## src/sv/acc_ws_pkg.sv

```systemverilog
package acc_ws_pkg;

  localparam int WINDOW_LEN  = 52;
  localparam int CNT_W       = $clog2(WINDOW_LEN + 1);
  localparam int POS_W       = $clog2(WINDOW_LEN);
  localparam int CMP_W       = (CNT_W + 1 > 6) ? CNT_W + 1 : 6;
  localparam int QUEUE_DEPTH = 2;
  localparam int QPTR_W      = $clog2(QUEUE_DEPTH);
  localparam int QCNT_W      = $clog2(QUEUE_DEPTH + 1);
  localparam int IDX_W       = 3;

  localparam logic [IDX_W-1:0] REG_REST_OFFSET    = 3'd0;
  localparam logic [IDX_W-1:0] REG_ACTIVITY_LEVEL = 3'd1;
  localparam logic [IDX_W-1:0] REG_WAKE_COUNT     = 3'd2;
  localparam logic [IDX_W-1:0] REG_BUSY_COUNT     = 3'd3;
  localparam logic [IDX_W-1:0] REG_SLEEP_AFTER    = 3'd4;

  localparam logic [1:0] MODE_SLEEP  = 2'd0;
  localparam logic [1:0] MODE_ACTIVE = 2'd1;
  localparam logic [1:0] MODE_READY  = 2'd2;

  typedef struct packed {
    logic [15:0] rest_offset;
    logic [15:0] activity_level;
    logic [5:0]  wake_count;
    logic [5:0]  busy_count;
    logic [15:0] sleep_after;
  } cfg_t;

  // One classified item as handed from the front end to the mode controller.
  typedef struct packed {
    logic        report;
    logic        nonzero;
    logic        flag;
    logic [15:0] dev;
  } job_t;

endpackage

```

## src/sv/accel_activity_wake_sleep_top.sv

```systemverilog
// Accelerometer activity and inactivity mode detector.
// Input channel (in_valid/in_ready): func selects an xyz sample (0) or a
// client count report (1). Each item yields exactly one result on the output
// channel (out_valid/out_ready): the mode after the item, the magnitude
// deviation, the flagged count of the sliding window and a mode change flag.
// After a sample is accepted, the front end forms the squares, then their sum,
// then the bit-serial square root, and then forms and queues the result; it
// takes the next item only once that result is queued, so it works on one item
// at a time. A client report is queued without these steps. For each item the
// mode controller reads the oldest window flag and then updates its state; it
// takes the next item from the queue only after the result of the last one has
// been loaded into the output register.
// A two-entry queue sits between the front end and the controller, and the
// result sits in an output register; while the receiver stalls, the front
// end keeps accepting and working on items until the queue fills.
// Reset puts the block in sleep mode with an empty window and loads the default
// thresholds. Registers are written through cfg_write, cfg_index and cfg_data;
// the user must write only when no item is in flight; the block does not check.
module accel_activity_wake_sleep_top import acc_ws_pkg::*; (
  input  logic               clk,
  input  logic               rst,
  input  logic               in_valid,
  output logic               in_ready,
  input  logic               func,
  input  logic signed [15:0] acc_x,
  input  logic signed [15:0] acc_y,
  input  logic signed [15:0] acc_z,
  input  logic [7:0]         clients,
  output logic               out_valid,
  input  logic               out_ready,
  output logic [1:0]         mode,
  output logic [15:0]        deviation,
  output logic [5:0]         window_active,
  output logic               mode_changed,
  input  logic               cfg_write,
  input  logic [IDX_W-1:0]   cfg_index,
  input  logic [15:0]        cfg_data
);

  cfg_t cfg;
  logic push, full, pop, empty;
  job_t push_job, head;

  always_ff @(posedge clk) begin
    if (rst) begin
      cfg.rest_offset    <= 16'd8234;
      cfg.activity_level <= 16'd100;
      cfg.wake_count     <= 6'd2;
      cfg.busy_count     <= 6'd2;
      cfg.sleep_after    <= 16'd780;
    end else if (cfg_write) begin
      case (cfg_index)
        REG_REST_OFFSET:    cfg.rest_offset    <= cfg_data;
        REG_ACTIVITY_LEVEL: cfg.activity_level <= cfg_data;
        REG_WAKE_COUNT:     cfg.wake_count     <= cfg_data[5:0];
        REG_BUSY_COUNT:     cfg.busy_count     <= cfg_data[5:0];
        REG_SLEEP_AFTER:    cfg.sleep_after    <= cfg_data;
        default: ;
      endcase
    end
  end

  acc_ws_front u_front (
    .clk      (clk),
    .rst      (rst),
    .cfg      (cfg),
    .in_valid (in_valid),
    .in_ready (in_ready),
    .func     (func),
    .acc_x    (acc_x),
    .acc_y    (acc_y),
    .acc_z    (acc_z),
    .clients  (clients),
    .push     (push),
    .push_job (push_job),
    .full     (full)
  );

  acc_ws_queue u_queue (
    .clk      (clk),
    .rst      (rst),
    .push     (push),
    .push_job (push_job),
    .full     (full),
    .pop      (pop),
    .head     (head),
    .empty    (empty)
  );

  acc_ws_back u_back (
    .clk           (clk),
    .rst           (rst),
    .cfg           (cfg),
    .head          (head),
    .empty         (empty),
    .pop           (pop),
    .out_valid     (out_valid),
    .out_ready     (out_ready),
    .mode          (mode),
    .deviation     (deviation),
    .window_active (window_active),
    .mode_changed  (mode_changed)
  );

endmodule

```

## src/sv/acc_ws_front.sv

```systemverilog
module acc_ws_front import acc_ws_pkg::*; (
  input  logic               clk,
  input  logic               rst,
  input  cfg_t               cfg,
  input  logic               in_valid,
  output logic               in_ready,
  input  logic               func,
  input  logic signed [15:0] acc_x,
  input  logic signed [15:0] acc_y,
  input  logic signed [15:0] acc_z,
  input  logic [7:0]         clients,
  output logic               push,
  output job_t               push_job,
  input  logic               full
);

  typedef enum logic [5:0] {
    F_IDLE   = 6'b000001,
    F_SQUARE = 6'b000010,
    F_SUM    = 6'b000100,
    F_ROOT   = 6'b001000,
    F_DONE   = 6'b010000,
    F_PUSH   = 6'b100000
  } fstate_t;

  fstate_t     state, state_next;
  logic [15:0] abs_x, abs_y, abs_z;
  logic [31:0] sq_x, sq_y, sq_z;
  logic [31:0] rem, root, bit_mask;
  job_t        job;

  logic [31:0] trial;
  logic [16:0] r_ext, off_ext, r_ceil;
  logic [15:0] dev;

  assign in_ready = (state == F_IDLE);
  assign push     = (state == F_PUSH) && !full;
  assign push_job = job;

  assign trial   = root + bit_mask;
  assign r_ext   = {1'b0, root[15:0]};
  assign off_ext = {1'b0, cfg.rest_offset};
  // Below the offset the root is rounded up unless the sum was a perfect square.
  assign r_ceil  = (rem == 32'd0) ? r_ext : r_ext + 17'd1;
  assign dev     = (r_ext >= off_ext) ? 16'(r_ext - off_ext) : 16'(off_ext - r_ceil);

  always_comb begin
    state_next = state;
    case (state)
      F_IDLE: begin
        if (in_valid) begin
          state_next = func ? F_PUSH : F_SQUARE;
        end
      end
      F_SQUARE: state_next = F_SUM;
      F_SUM:    state_next = F_ROOT;
      F_ROOT: begin
        if (bit_mask[0]) begin
          state_next = F_DONE;
        end
      end
      F_DONE: state_next = F_PUSH;
      F_PUSH: begin
        if (!full) begin
          state_next = F_IDLE;
        end
      end
      default: state_next = F_IDLE;
    endcase
  end

  always_ff @(posedge clk) begin
    if (rst) begin
      state <= F_IDLE;
    end else begin
      state <= state_next;
    end
  end

  always_ff @(posedge clk) begin
    case (state)
      F_IDLE: begin
        if (in_valid) begin
          abs_x       <= acc_x[15] ? 16'(-acc_x) : acc_x;
          abs_y       <= acc_y[15] ? 16'(-acc_y) : acc_y;
          abs_z       <= acc_z[15] ? 16'(-acc_z) : acc_z;
          job.report  <= func;
          job.nonzero <= (clients != 8'd0);
          job.flag    <= 1'b0;
          job.dev     <= 16'd0;
        end
      end
      F_SQUARE: begin
        sq_x <= 32'(abs_x) * 32'(abs_x);
        sq_y <= 32'(abs_y) * 32'(abs_y);
        sq_z <= 32'(abs_z) * 32'(abs_z);
      end
      F_SUM: begin
        rem      <= sq_x + sq_y + sq_z;
        root     <= 32'd0;
        bit_mask <= 32'h4000_0000;
      end
      F_ROOT: begin
        // One result bit per cycle, two bits of the radicand consumed.
        if (rem >= trial) begin
          rem  <= rem - trial;
          root <= (root >> 1) + bit_mask;
        end else begin
          root <= root >> 1;
        end
        bit_mask <= bit_mask >> 2;
      end
      F_DONE: begin
        job.dev  <= dev;
        job.flag <= (dev > cfg.activity_level);
      end
      default: ;
    endcase
  end

  a_root_mask_onehot: assert property (@(posedge clk) disable iff (rst)
    state == F_ROOT |-> $onehot(bit_mask))
    else $error("square root step mask is not a single bit");

endmodule

```

## src/sv/acc_ws_queue.sv

```systemverilog
module acc_ws_queue import acc_ws_pkg::*; (
  input  logic clk,
  input  logic rst,
  input  logic push,
  input  job_t push_job,
  output logic full,
  input  logic pop,
  output job_t head,
  output logic empty
);

  job_t              slots [QUEUE_DEPTH];
  logic [QPTR_W-1:0] wr_ptr, rd_ptr;
  logic [QCNT_W-1:0] count;

  assign full  = (count == QCNT_W'(QUEUE_DEPTH));
  assign empty = (count == '0);
  assign head  = slots[rd_ptr];

  always_ff @(posedge clk) begin
    if (rst) begin
      wr_ptr <= '0;
      rd_ptr <= '0;
      count  <= '0;
    end else begin
      if (push) begin
        wr_ptr <= (wr_ptr == QPTR_W'(QUEUE_DEPTH - 1)) ? '0 : wr_ptr + 1'b1;
      end
      if (pop) begin
        rd_ptr <= (rd_ptr == QPTR_W'(QUEUE_DEPTH - 1)) ? '0 : rd_ptr + 1'b1;
      end
      if (push && !pop) begin
        count <= count + 1'b1;
      end else if (pop && !push) begin
        count <= count - 1'b1;
      end
    end
  end

  always_ff @(posedge clk) begin
    if (push) begin
      slots[wr_ptr] <= push_job;
    end
  end

  a_no_push_when_full: assert property (@(posedge clk) disable iff (rst)
    push |-> !full)
    else $error("item pushed into a full queue");

  a_no_pop_when_empty: assert property (@(posedge clk) disable iff (rst)
    pop |-> !empty)
    else $error("item popped from an empty queue");

endmodule

```

## src/sv/acc_ws_back.sv

```systemverilog
module acc_ws_back import acc_ws_pkg::*; (
  input  logic        clk,
  input  logic        rst,
  input  cfg_t        cfg,
  input  job_t        head,
  input  logic        empty,
  output logic        pop,
  output logic        out_valid,
  input  logic        out_ready,
  output logic [1:0]  mode,
  output logic [15:0] deviation,
  output logic [5:0]  window_active,
  output logic        mode_changed
);

  typedef enum logic [2:0] {
    B_IDLE = 3'b001,
    B_READ = 3'b010,
    B_EXEC = 3'b100
  } bstate_t;

  bstate_t          state;
  job_t             job;
  logic [1:0]       cur_mode, mode_next;
  logic [CNT_W-1:0] tally, tally_next;
  logic [CNT_W-1:0] fill, fill_next;
  logic [15:0]      idle_tally, idle_next;
  logic [POS_W-1:0] pos, pos_next;
  logic             flags [WINDOW_LEN];
  logic             old_flag;

  logic             fire, enter, wr_en;
  logic [1:0]       enter_mode;
  logic [POS_W-1:0] wr_addr;
  logic [CNT_W:0]   t_sum;

  assign pop  = (state == B_IDLE) && !empty;
  assign fire = (state == B_EXEC) && (!out_valid || out_ready);

  always_comb begin
    mode_next  = cur_mode;
    tally_next = tally;
    fill_next  = fill;
    idle_next  = idle_tally;
    pos_next   = pos;
    enter      = 1'b0;
    enter_mode = cur_mode;
    wr_en      = 1'b0;
    wr_addr    = pos;
    t_sum      = (CNT_W + 1)'(tally) + (CNT_W + 1)'(job.flag);
    if (job.report) begin
      if (cur_mode == MODE_ACTIVE && job.nonzero) begin
        enter      = 1'b1;
        enter_mode = MODE_READY;
      end else if (cur_mode == MODE_READY && !job.nonzero) begin
        enter      = 1'b1;
        enter_mode = MODE_ACTIVE;
      end
    end else if (cur_mode != MODE_READY) begin
      if (fill != CNT_W'(WINDOW_LEN)) begin
        // Window still filling: store in order, check only on the last slot.
        wr_en      = 1'b1;
        wr_addr    = POS_W'(fill);
        fill_next  = fill + 1'b1;
        tally_next = CNT_W'(t_sum);
        if (fill == CNT_W'(WINDOW_LEN - 1)) begin
          if (cur_mode == MODE_SLEEP) begin
            if (CMP_W'(t_sum) > CMP_W'(cfg.wake_count)) begin
              enter      = 1'b1;
              enter_mode = MODE_ACTIVE;
            end
          end else if (CMP_W'(t_sum) < CMP_W'(cfg.busy_count)) begin
            if (idle_tally != 16'hFFFF) begin
              idle_next = idle_tally + 16'd1;
            end
          end
        end
      end else begin
        // The oldest flag leaves the count only when it was set.
        if (old_flag && t_sum != '0) begin
          t_sum = t_sum - 1'b1;
        end
        tally_next = CNT_W'(t_sum);
        wr_en      = 1'b1;
        pos_next   = (pos == POS_W'(WINDOW_LEN - 1)) ? '0 : pos + 1'b1;
        if (cur_mode == MODE_SLEEP) begin
          if (CMP_W'(t_sum) > CMP_W'(cfg.wake_count)) begin
            enter      = 1'b1;
            enter_mode = MODE_ACTIVE;
          end
        end else begin
          if (CMP_W'(t_sum) < CMP_W'(cfg.busy_count)) begin
            if (idle_tally != 16'hFFFF) begin
              idle_next = idle_tally + 16'd1;
            end
          end else if (idle_tally != 16'd0) begin
            idle_next = idle_tally - 16'd1;
          end
          if (idle_next > cfg.sleep_after) begin
            enter      = 1'b1;
            enter_mode = MODE_SLEEP;
          end
        end
      end
    end
    if (enter) begin
      mode_next  = enter_mode;
      tally_next = '0;
      fill_next  = '0;
      idle_next  = 16'd0;
      pos_next   = '0;
    end
  end

  always_ff @(posedge clk) begin
    if (rst) begin
      state      <= B_IDLE;
      cur_mode   <= MODE_SLEEP;
      tally      <= '0;
      fill       <= '0;
      idle_tally <= 16'd0;
      pos        <= '0;
      out_valid  <= 1'b0;
    end else begin
      case (state)
        B_IDLE: begin
          if (!empty) begin
            state <= B_READ;
          end
        end
        B_READ: state <= B_EXEC;
        B_EXEC: begin
          if (fire) begin
            state <= B_IDLE;
          end
        end
        default: state <= B_IDLE;
      endcase
      if (fire) begin
        cur_mode   <= mode_next;
        tally      <= tally_next;
        fill       <= fill_next;
        idle_tally <= idle_next;
        pos        <= pos_next;
        out_valid  <= 1'b1;
      end else if (out_ready) begin
        out_valid <= 1'b0;
      end
    end
  end

  always_ff @(posedge clk) begin
    if (pop) begin
      job <= head;
    end
    if (fire) begin
      mode          <= mode_next;
      deviation     <= job.dev;
      window_active <= 6'(tally_next);
      mode_changed  <= enter;
    end
  end

  // Every slot is rewritten during the fill phase, so the window needs no clearing.
  always_ff @(posedge clk) begin
    if (fire && wr_en) begin
      flags[wr_addr] <= job.flag;
    end
    old_flag <= flags[pos];
  end

  a_tally_within_fill: assert property (@(posedge clk) disable iff (rst)
    fill != CNT_W'(WINDOW_LEN) |-> tally <= fill)
    else $error("flag count exceeds the filled part of the window");

  a_ready_window_clear: assert property (@(posedge clk) disable iff (rst)
    cur_mode == MODE_READY |-> (tally == '0 && fill == '0))
    else $error("window used while in ready mode");

  a_mode_entry_clears: assert property (@(posedge clk) disable iff (rst)
    fire && enter |=> (fill == '0 && tally == '0 && idle_tally == 16'd0 && pos == '0))
    else $error("mode entry did not clear the window");

endmodule
```

## config.mk

```make
export PLATFORM = sky130hd
export DESIGN_NAME = accel_activity_wake_sleep_top
export DESIGN_NICKNAME = d
export VERILOG_FILES = /design/src/sv/acc_ws_pkg.sv /design/src/sv/accel_activity_wake_sleep_top.sv /design/src/sv/acc_ws_front.sv /design/src/sv/acc_ws_queue.sv /design/src/sv/acc_ws_back.sv
export SDC_FILE = /design/constraint.sdc
export NUM_CORES = 2
export LEC_CHECK = 0
export BUFFER_PORTS_ARGS = -buffer_cell sky130_fd_sc_hd__buf_2
export CORE_ASPECT_RATIO = 1.1
export CORE_UTILIZATION = 50
export DETAILED_ROUTE_END_ITERATION = 6
export GPL_ROUTABILITY_DRIVEN = 0
export GPL_TIMING_DRIVEN = 1
export PLACE_DENSITY = 0.69
export SYNTH_ARGS = -nofsm -noshare
export SYNTH_HDL_FRONTEND = slang
export SYNTH_SLANG_ARGS = --single-unit
```

## constraint.sdc

```tcl
create_clock -name clk -period 12.19 [get_ports clk]
set_input_delay 3.0475 -clock clk [delete_from_list [all_inputs] [get_ports clk]]
set_output_delay 3.0475 -clock clk [all_outputs]
set_load 0.01 [all_outputs]
```

# [After elaboration in Yosys (flattened, before gate mapping)]
# Memories as Yosys holds them, arrays and structs flattened. A register that Yosys moved wholly into a read port is not among the register bits.
# Cells that the tools add are included.
[totals] out_inout_bits=27 memories=2 word_cells=235 mem_bits_rw=90 rom_bits=0 latch_bits=0 regBits=394 input_bits=81
[classes] muxes=90 multipliers=3 bitwise=0 n_div=0 reduce_logical=42 add_sub_neg=21 shifts=0 magnitude_cmp=8 n_eq_ne=33
[mem_list] name="u_back.flags" depth=52 word_bits=1 rd=1 rd_clocked_by_memory_dff=1 wr=1 line_no="acc_ws_back.sv:29" text="logic flags [WINDOW_LEN];"
[mem_list] name="u_queue.slots" depth=2 word_bits=19 rd=1 rd_clocked_by_memory_dff=1 wr=1 line_no="acc_ws_queue.sv:12" text="job_t slots [QUEUE_DEPTH];"
[op_table] operator="$mux 16" n=17
[op_table] operator="$pmux 32 s2" n=3
[op_table] operator="$mux 6" n=20
[op_table] operator="$add 32x32->32" n=3
[op_table] operator="$mul 16x16->32" n=3
[op_table] operator="$mux 32" n=2
[op_table] operator="$neg 16->16" n=3
[op_table] operator="$mux 15" n=3
[op_table] operator="$pmux 6 s6" n=1
[op_table] operator="$pmux 17 s2" n=1
[op_table] operator="$add 16x1->16 const B" n=2
[op_table] operator="$add 31x32->32" n=1
[op_table] operator="$ge 32x32->1" n=1
[op_table] operator="$gt 16x16->1" n=2
[op_table] operator="$logic_not 32->1" n=1
[op_table] operator="$sub 16x16->16" n=2
[op_table] operator="$sub 32x32->32" n=1
[op_table] operator="$mux 2" n=14
[op_table] operator="$mux 7" n=4
[op_table] operator="$mux 1" n=21
[op_table] operator="$eq 6x6->1 const B" n=3
[op_table] operator="$reduce_and 2->1" n=9
[op_table] operator="$mux 17" n=1
[op_table] operator="$ge 16x16->1" n=1
[op_table] operator="other kinds (39)" n=78

# [Depth between registers and ports, before layout]
[depth] depth_word=21 mapped_depth=33 depth_no_buf=28

# [Cells and area by module]
# From an unflattened synthesis, not the netlist that was laid out.
[unflattened] cells_unflattened=5362 hier_area_um2=51396.8
[by_module_without_submodules] mod="acc_ws_front" seq_area_each_um2=7327.0 n_inst=1 area_each_um2=38996.2 cells_each=4186
[by_module_without_submodules] mod="acc_ws_back" seq_area_each_um2=3703.6 n_inst=1 area_each_um2=8388.0 cells_each=867
[by_module_without_submodules] mod="accel_activity_wake_sleep_top" seq_area_each_um2=1201.2 n_inst=1 area_each_um2=2433.6 cells_each=228
[by_module_without_submodules] mod="acc_ws_queue" seq_area_each_um2=1241.2 n_inst=1 area_each_um2=1579.0 cells_each=81

# [Worst setup path after synthesis]
# OpenSTA, ideal clock, no wires.
[synth_path] kind="register -> register" startpoint="register, netlist name u_back.job[16]" endpoint="register u_back.fill[5]" t_arrival_ns=6.747 slack_ns=5.321 n_path_buf=3 path_stages_with_launch=32 setup_time_ns=0.122 synth_period_minus_slack_ns=6.869 t_required_ns=12.068 path_cell_list="edfxtp_1 > ha_1 > clkbuf_1 > xor2_1 > inv_1 > ha_1 > o21ai_0 > o21a_1 > nand2_1 > nor3_1 > xor2_1 > ha_1 > nand2_1 > nor2_1 > a211oi_1 > o211ai_1 > and2_1 > clkbuf_1 > buf_2 > nand2_1 > o21ai_0 > xor2_1 > ha_1 > nand3_1 > or4_1 > a21oi_1 > a211o_1 > nand3_1 > a31oi_4 > o21ai_1 > and2_4 > a221o_1"
[synth_via] elab_chain_len=21 word_cells_on_any_way=31 classes_between="add/sub: 2; order compare: 4; eq/ne: 1; mux: 19; reduce/logical: 5"
[synth_rtl] item="$add 6x1->7 (*)" line_no="acc_ws_back.sv:50" text="t_sum = (CNT_W + 1)'(tally) + (CNT_W + 1)'(job.flag);"
[synth_rtl] item="branches (longest 15 deep; another with $gt 16x16->1)"
[synth_rtl] item="$mux 1 (*)" line_no="acc_ws_back.sv:60" text="if (fill != CNT_W'(WINDOW_LEN)) begin"
[synth_rtl] item="$mux 1 (*)" line_no="acc_ws_back.sv:59" text="end else if (cur_mode != MODE_READY) begin"
[synth_rtl] item="$mux 1 (*)" line_no="acc_ws_back.sv:51" text="if (job.report) begin"
[synth_rtl] item="$ne 2x2->1 (no line) / $reduce_bool 2->1 (equally long branches)"
[synth_rtl] item="$reduce_and 4->1 (no line)"
[synth_rtl] item="end signal, assigned" line_no="acc_ws_back.sv:142" text="fill <= fill_next;"
[synth_rtl] item="end, declared" line_no="acc_ws_back.sv:26" text="logic [CNT_W-1:0] fill, fill_next;"
# Every way passes the cells marked *. The select of a mux whose other input is x is not followed.
# A chain may end at the register's enable or synchronous reset.

# [Worst setup path in the final report]
[layout_path] startpoint="register, netlist name u_back.job[16]" endpoint="register u_back.fill[5]"
[layout_via] elab_chain_len=21 word_cells_on_any_way=31 classes_between="add/sub: 2; order compare: 4; eq/ne: 1; mux: 19; reduce/logical: 5"
[layout_rtl] item="$add 6x1->7 (*)" line_no="acc_ws_back.sv:50"
[layout_rtl] item="branches (longest 15 deep; another with $gt 16x16->1)"
[layout_rtl] item="$mux 1 (*)" line_no="acc_ws_back.sv:60"
[layout_rtl] item="$mux 1 (*)" line_no="acc_ws_back.sv:59"
[layout_rtl] item="$mux 1 (*)" line_no="acc_ws_back.sv:51"
[layout_rtl] item="$ne 2x2->1 (no line) / $reduce_bool 2->1 (equally long branches)"
[layout_rtl] item="$reduce_and 4->1 (no line)"
# Marked as above.

==> qor.csv <==
stage,metric,value,unit
critical_path,flop2flop setup slack,4000,ps
floorplan,die width,305,um
critical_path,CP max stage cell,a31oi_4,
clock_tree,Num CTS Buffers,56,
timing,clk_skew,39.0,ps
min_path,Hold Crit Class,reg -> reg,
final_layout,Layout area overhead,7.12,%
drt,met2 WL,57.5,mm
global_routing,initial antenna violation count,0,
critical_path,Worst EP arrival,8740,ps
critical_path,number of cells on the critical path,28,
floorplan,I/O pin total,108,
drt,Via Count,36474,
final_layout,share of cells above drive strength 1,6.11,%
global_routing,GRT Overall Usage,22.5,%
drt,DRT Pass-1 Iters,5,
synthesis,#FFs+latches synth,485,
timing,Hold Fails Final Rpt,0,
run_status,outcome,completed,
critical_path,critical path's top delay family,compound AO/OA/AOI/OAI gates,
critical_path,Max stage delay on crit path,880,ps
timing,final setup TNS,0,ps
drt,Via density,5.51,
min_path,hold depth,0,
clock_tree,hold-fix buffers at CTS,0,
drt,post-route ant nets,0,
clock_tree,Skew-Pair Late Insertion Delay,680,ps
synthesis,most frequent cell after synthesis,inv_1,
synthesis,dominant cell type by area after synthesis,edfxtp_1,
synthesis,Post-synth ARST share,0,%
synthesis,Synthesis Warnings,0,
timing,RSZ-0062 raised after global routing,false,
critical_path,Crit Path Category,reg -> reg,
critical_path,Worst Path Required,12740,ps
timing,Period minus WS final,8190,ps
floorplan,Die H,335,um
critical_path,R2R cell count,28,
global_routing,global-route wire length before repair,187,mm
floorplan,Core Rows,121,
drt,wire length per cell,17.0,um
synthesis,Post-Synthesis Cells,5252,
critical_path,Buffers & Inverters on Critical Path,2,
run,Max Cap Viol,0,
clock_tree,CTS tree,done,
drt,Detailed Route Iter0 Violations,2102,
clock_tree,htree depth,2,
drt,Top Metal Used,met4,
synthesis,mapped cell area,0.0504,mm^2
synthesis,most frequent cells after synthesis,"inv_1, fa_1, ha_1, nand2_1, edfxtp_1",
clock_tree,"Reg clk slew, reported paths",60,ps
final_layout,ANT cells,0,
floorplan,Initial Util,50.7,%
drt,DRT Wirelength,113,mm
synthesis,top cell type's share of synthesized area,22.3,%
synthesis,synth unique cells,92,
timing,max frequency,122,MHz
timing,slew margin rel.,27.8,%
synthesis,synthesized area per cell,9.60,um^2
global_routing,via count of the first global-routing pass,37269,
global_routing,total gr overflow,0,
clock_tree,post_cts resized,0,
synthesis,number of synthesized flops with an enable pin,374,
timing,final setup violation count,0,
synthesis,ys flop type,edfxtp_1,
clock_tree,CTS sink cnt,485,
final_layout,Final nets,6369,
critical_path,Critical Path Source Type,register,
drt,met3 wire length,3.94,mm
critical_path,Crit path top cell by count,ha_1,
timing,period utilization,67.1,%
drt,residual DRC count,0,
placement,Final HPWL DP,88.8,mm
placement,count of input and output buffers,107,
synthesis,Area contributors post-synth,"edfxtp_1, fa_1, ha_1",
clock_tree,clk root buf,clkbuf_16,
final_layout,Final Core Density,54.3,%
clock_tree,Clock Tree Buf Depth,3,
critical_path,CP Capture Type,register,
critical_path,critical path peak fanout,54,
synthesis,post-synthesis sequential area ratio,26.7,%
timing,Tightest Pin Transition,1070,ps
drt,Metal-1 WL,47.2,mm
global_routing,largest net degree at the start of global routing,70,
floorplan,core area,0.0995,mm^2
timing,Slew Limit Fails,0,
clock_tree,Post-CTS Setup Bufs,0,
floorplan,Die Area,0.102,mm^2
## logic make-up (layout without fill, tap and decap cells)
| group | count (synthesis) | in the layout | synth area share, % |
|---|---|---|---|
| buffers and inverters | 1007 | 1076 | 7.57 |
| XOR/XNOR | 308 | 308 | 5.35 |
| flip-flops | 485 | 485 | 26.7 |
| AND/OR/NAND/NOR | 1491 | 1491 | 14.2 |
| adder cells (fa/ha/maj) | 1013 | 1013 | 33.0 |
| AO/OA/AOI/OAI | 862 | 862 | 11.0 |
| other | 1 | 3 | 0.00744 |
| multiplexers | 85 | 85 | 2.17 |
## worst register-to-register path, delay by kind of cell (launching register included)
kind / cells / cell delay, ps
buf+inv: 2 / 540
flops: 1 / 320
compound gates: 8 / 2510
xor+xnor: 3 / 750
simple gates: 10 / 2240
fa+ha+maj: 4 / 1290
mux: 1 / 420
## sequential cells by signal, indices dropped and copies added (netlist names), 3 cells and up
name	flops
u_back.deviation	16
u_front.sq_x	31
u_back.tally	6
u_front.push_job	19
u_front.abs_x	16
u_front.abs_z	16
u_front.rem	32
u_queue.slots	38
u_back.job	19
u_front.sq_z	31
u_front.state	6
u_front.abs_y	16
u_front.root	32
u_back.idle_tally	16
u_back.flags	52
u_back.pos	6
u_back.state	3
cfg	60
u_front.sq_y	31
u_back.fill	6
u_front.bit_mask	16
u_back.window_active	6
## layer usage
layer  global-route usage (%)  up-vias
li1                         -    17642
met1                     27.7    17858
met2                     41.0      794
met3                     2.20      180
met4                     8.06        0
met5                        0        -
## placed cells by master (no fill, tap or decap), types with 111 or more instances in the layout
| cell | count |
|---|---|
| inv_1 | 842 |
| fa_1 | 526 |
| ha_1 | 487 |
| nand2_1 | 473 |
| edfxtp_1 | 374 |
| nor2_1 | 353 |
| a21oi_1 | 274 |
| xnor2_1 | 184 |
| and2_1 | 178 |
| o21ai_0 | 153 |
| xor2_1 | 124 |
| dfxtp_1 | 111 |
## through the flow
step                      setup slack, ps  hold slack [ps]  cell area, um^2  std cells
after global placement               4380              401            52100       6508
final                                4000              414            54000       6614
after detailed placement             4070              405            52100       6508
after global routing                 3360              423            54000       6614
after floorplan                      5320              400            50400       5254
after CTS                            4050              415            54000       6614
## worst paths after layout
kind	startpoint	endpoint
worst max-delay path	u_back.job[16]	u_back.fill[5]
worst min-delay path	u_back.job[15]	u_back.deviation[15]
worst max register to register	u_back.job[16]	u_back.fill[5]
worst min register to register	u_back.job[15]	u_back.deviation[15]
## layout make-up
type	count	area [um^2]
Fill cell	8791	45400
Multi-Input combinational cell	3762	33200
Sequential cell	485	13500
Inverter	845	3170
Tap cell	1291	1620
Clock buffer	72	1560
Timing Repair Buffer	125	671
Clock inverter	34	369
Power is left out: the tool's default activity adds up to more than one toggle a clock period on the data nets, which glitch-free logic cannot reach.
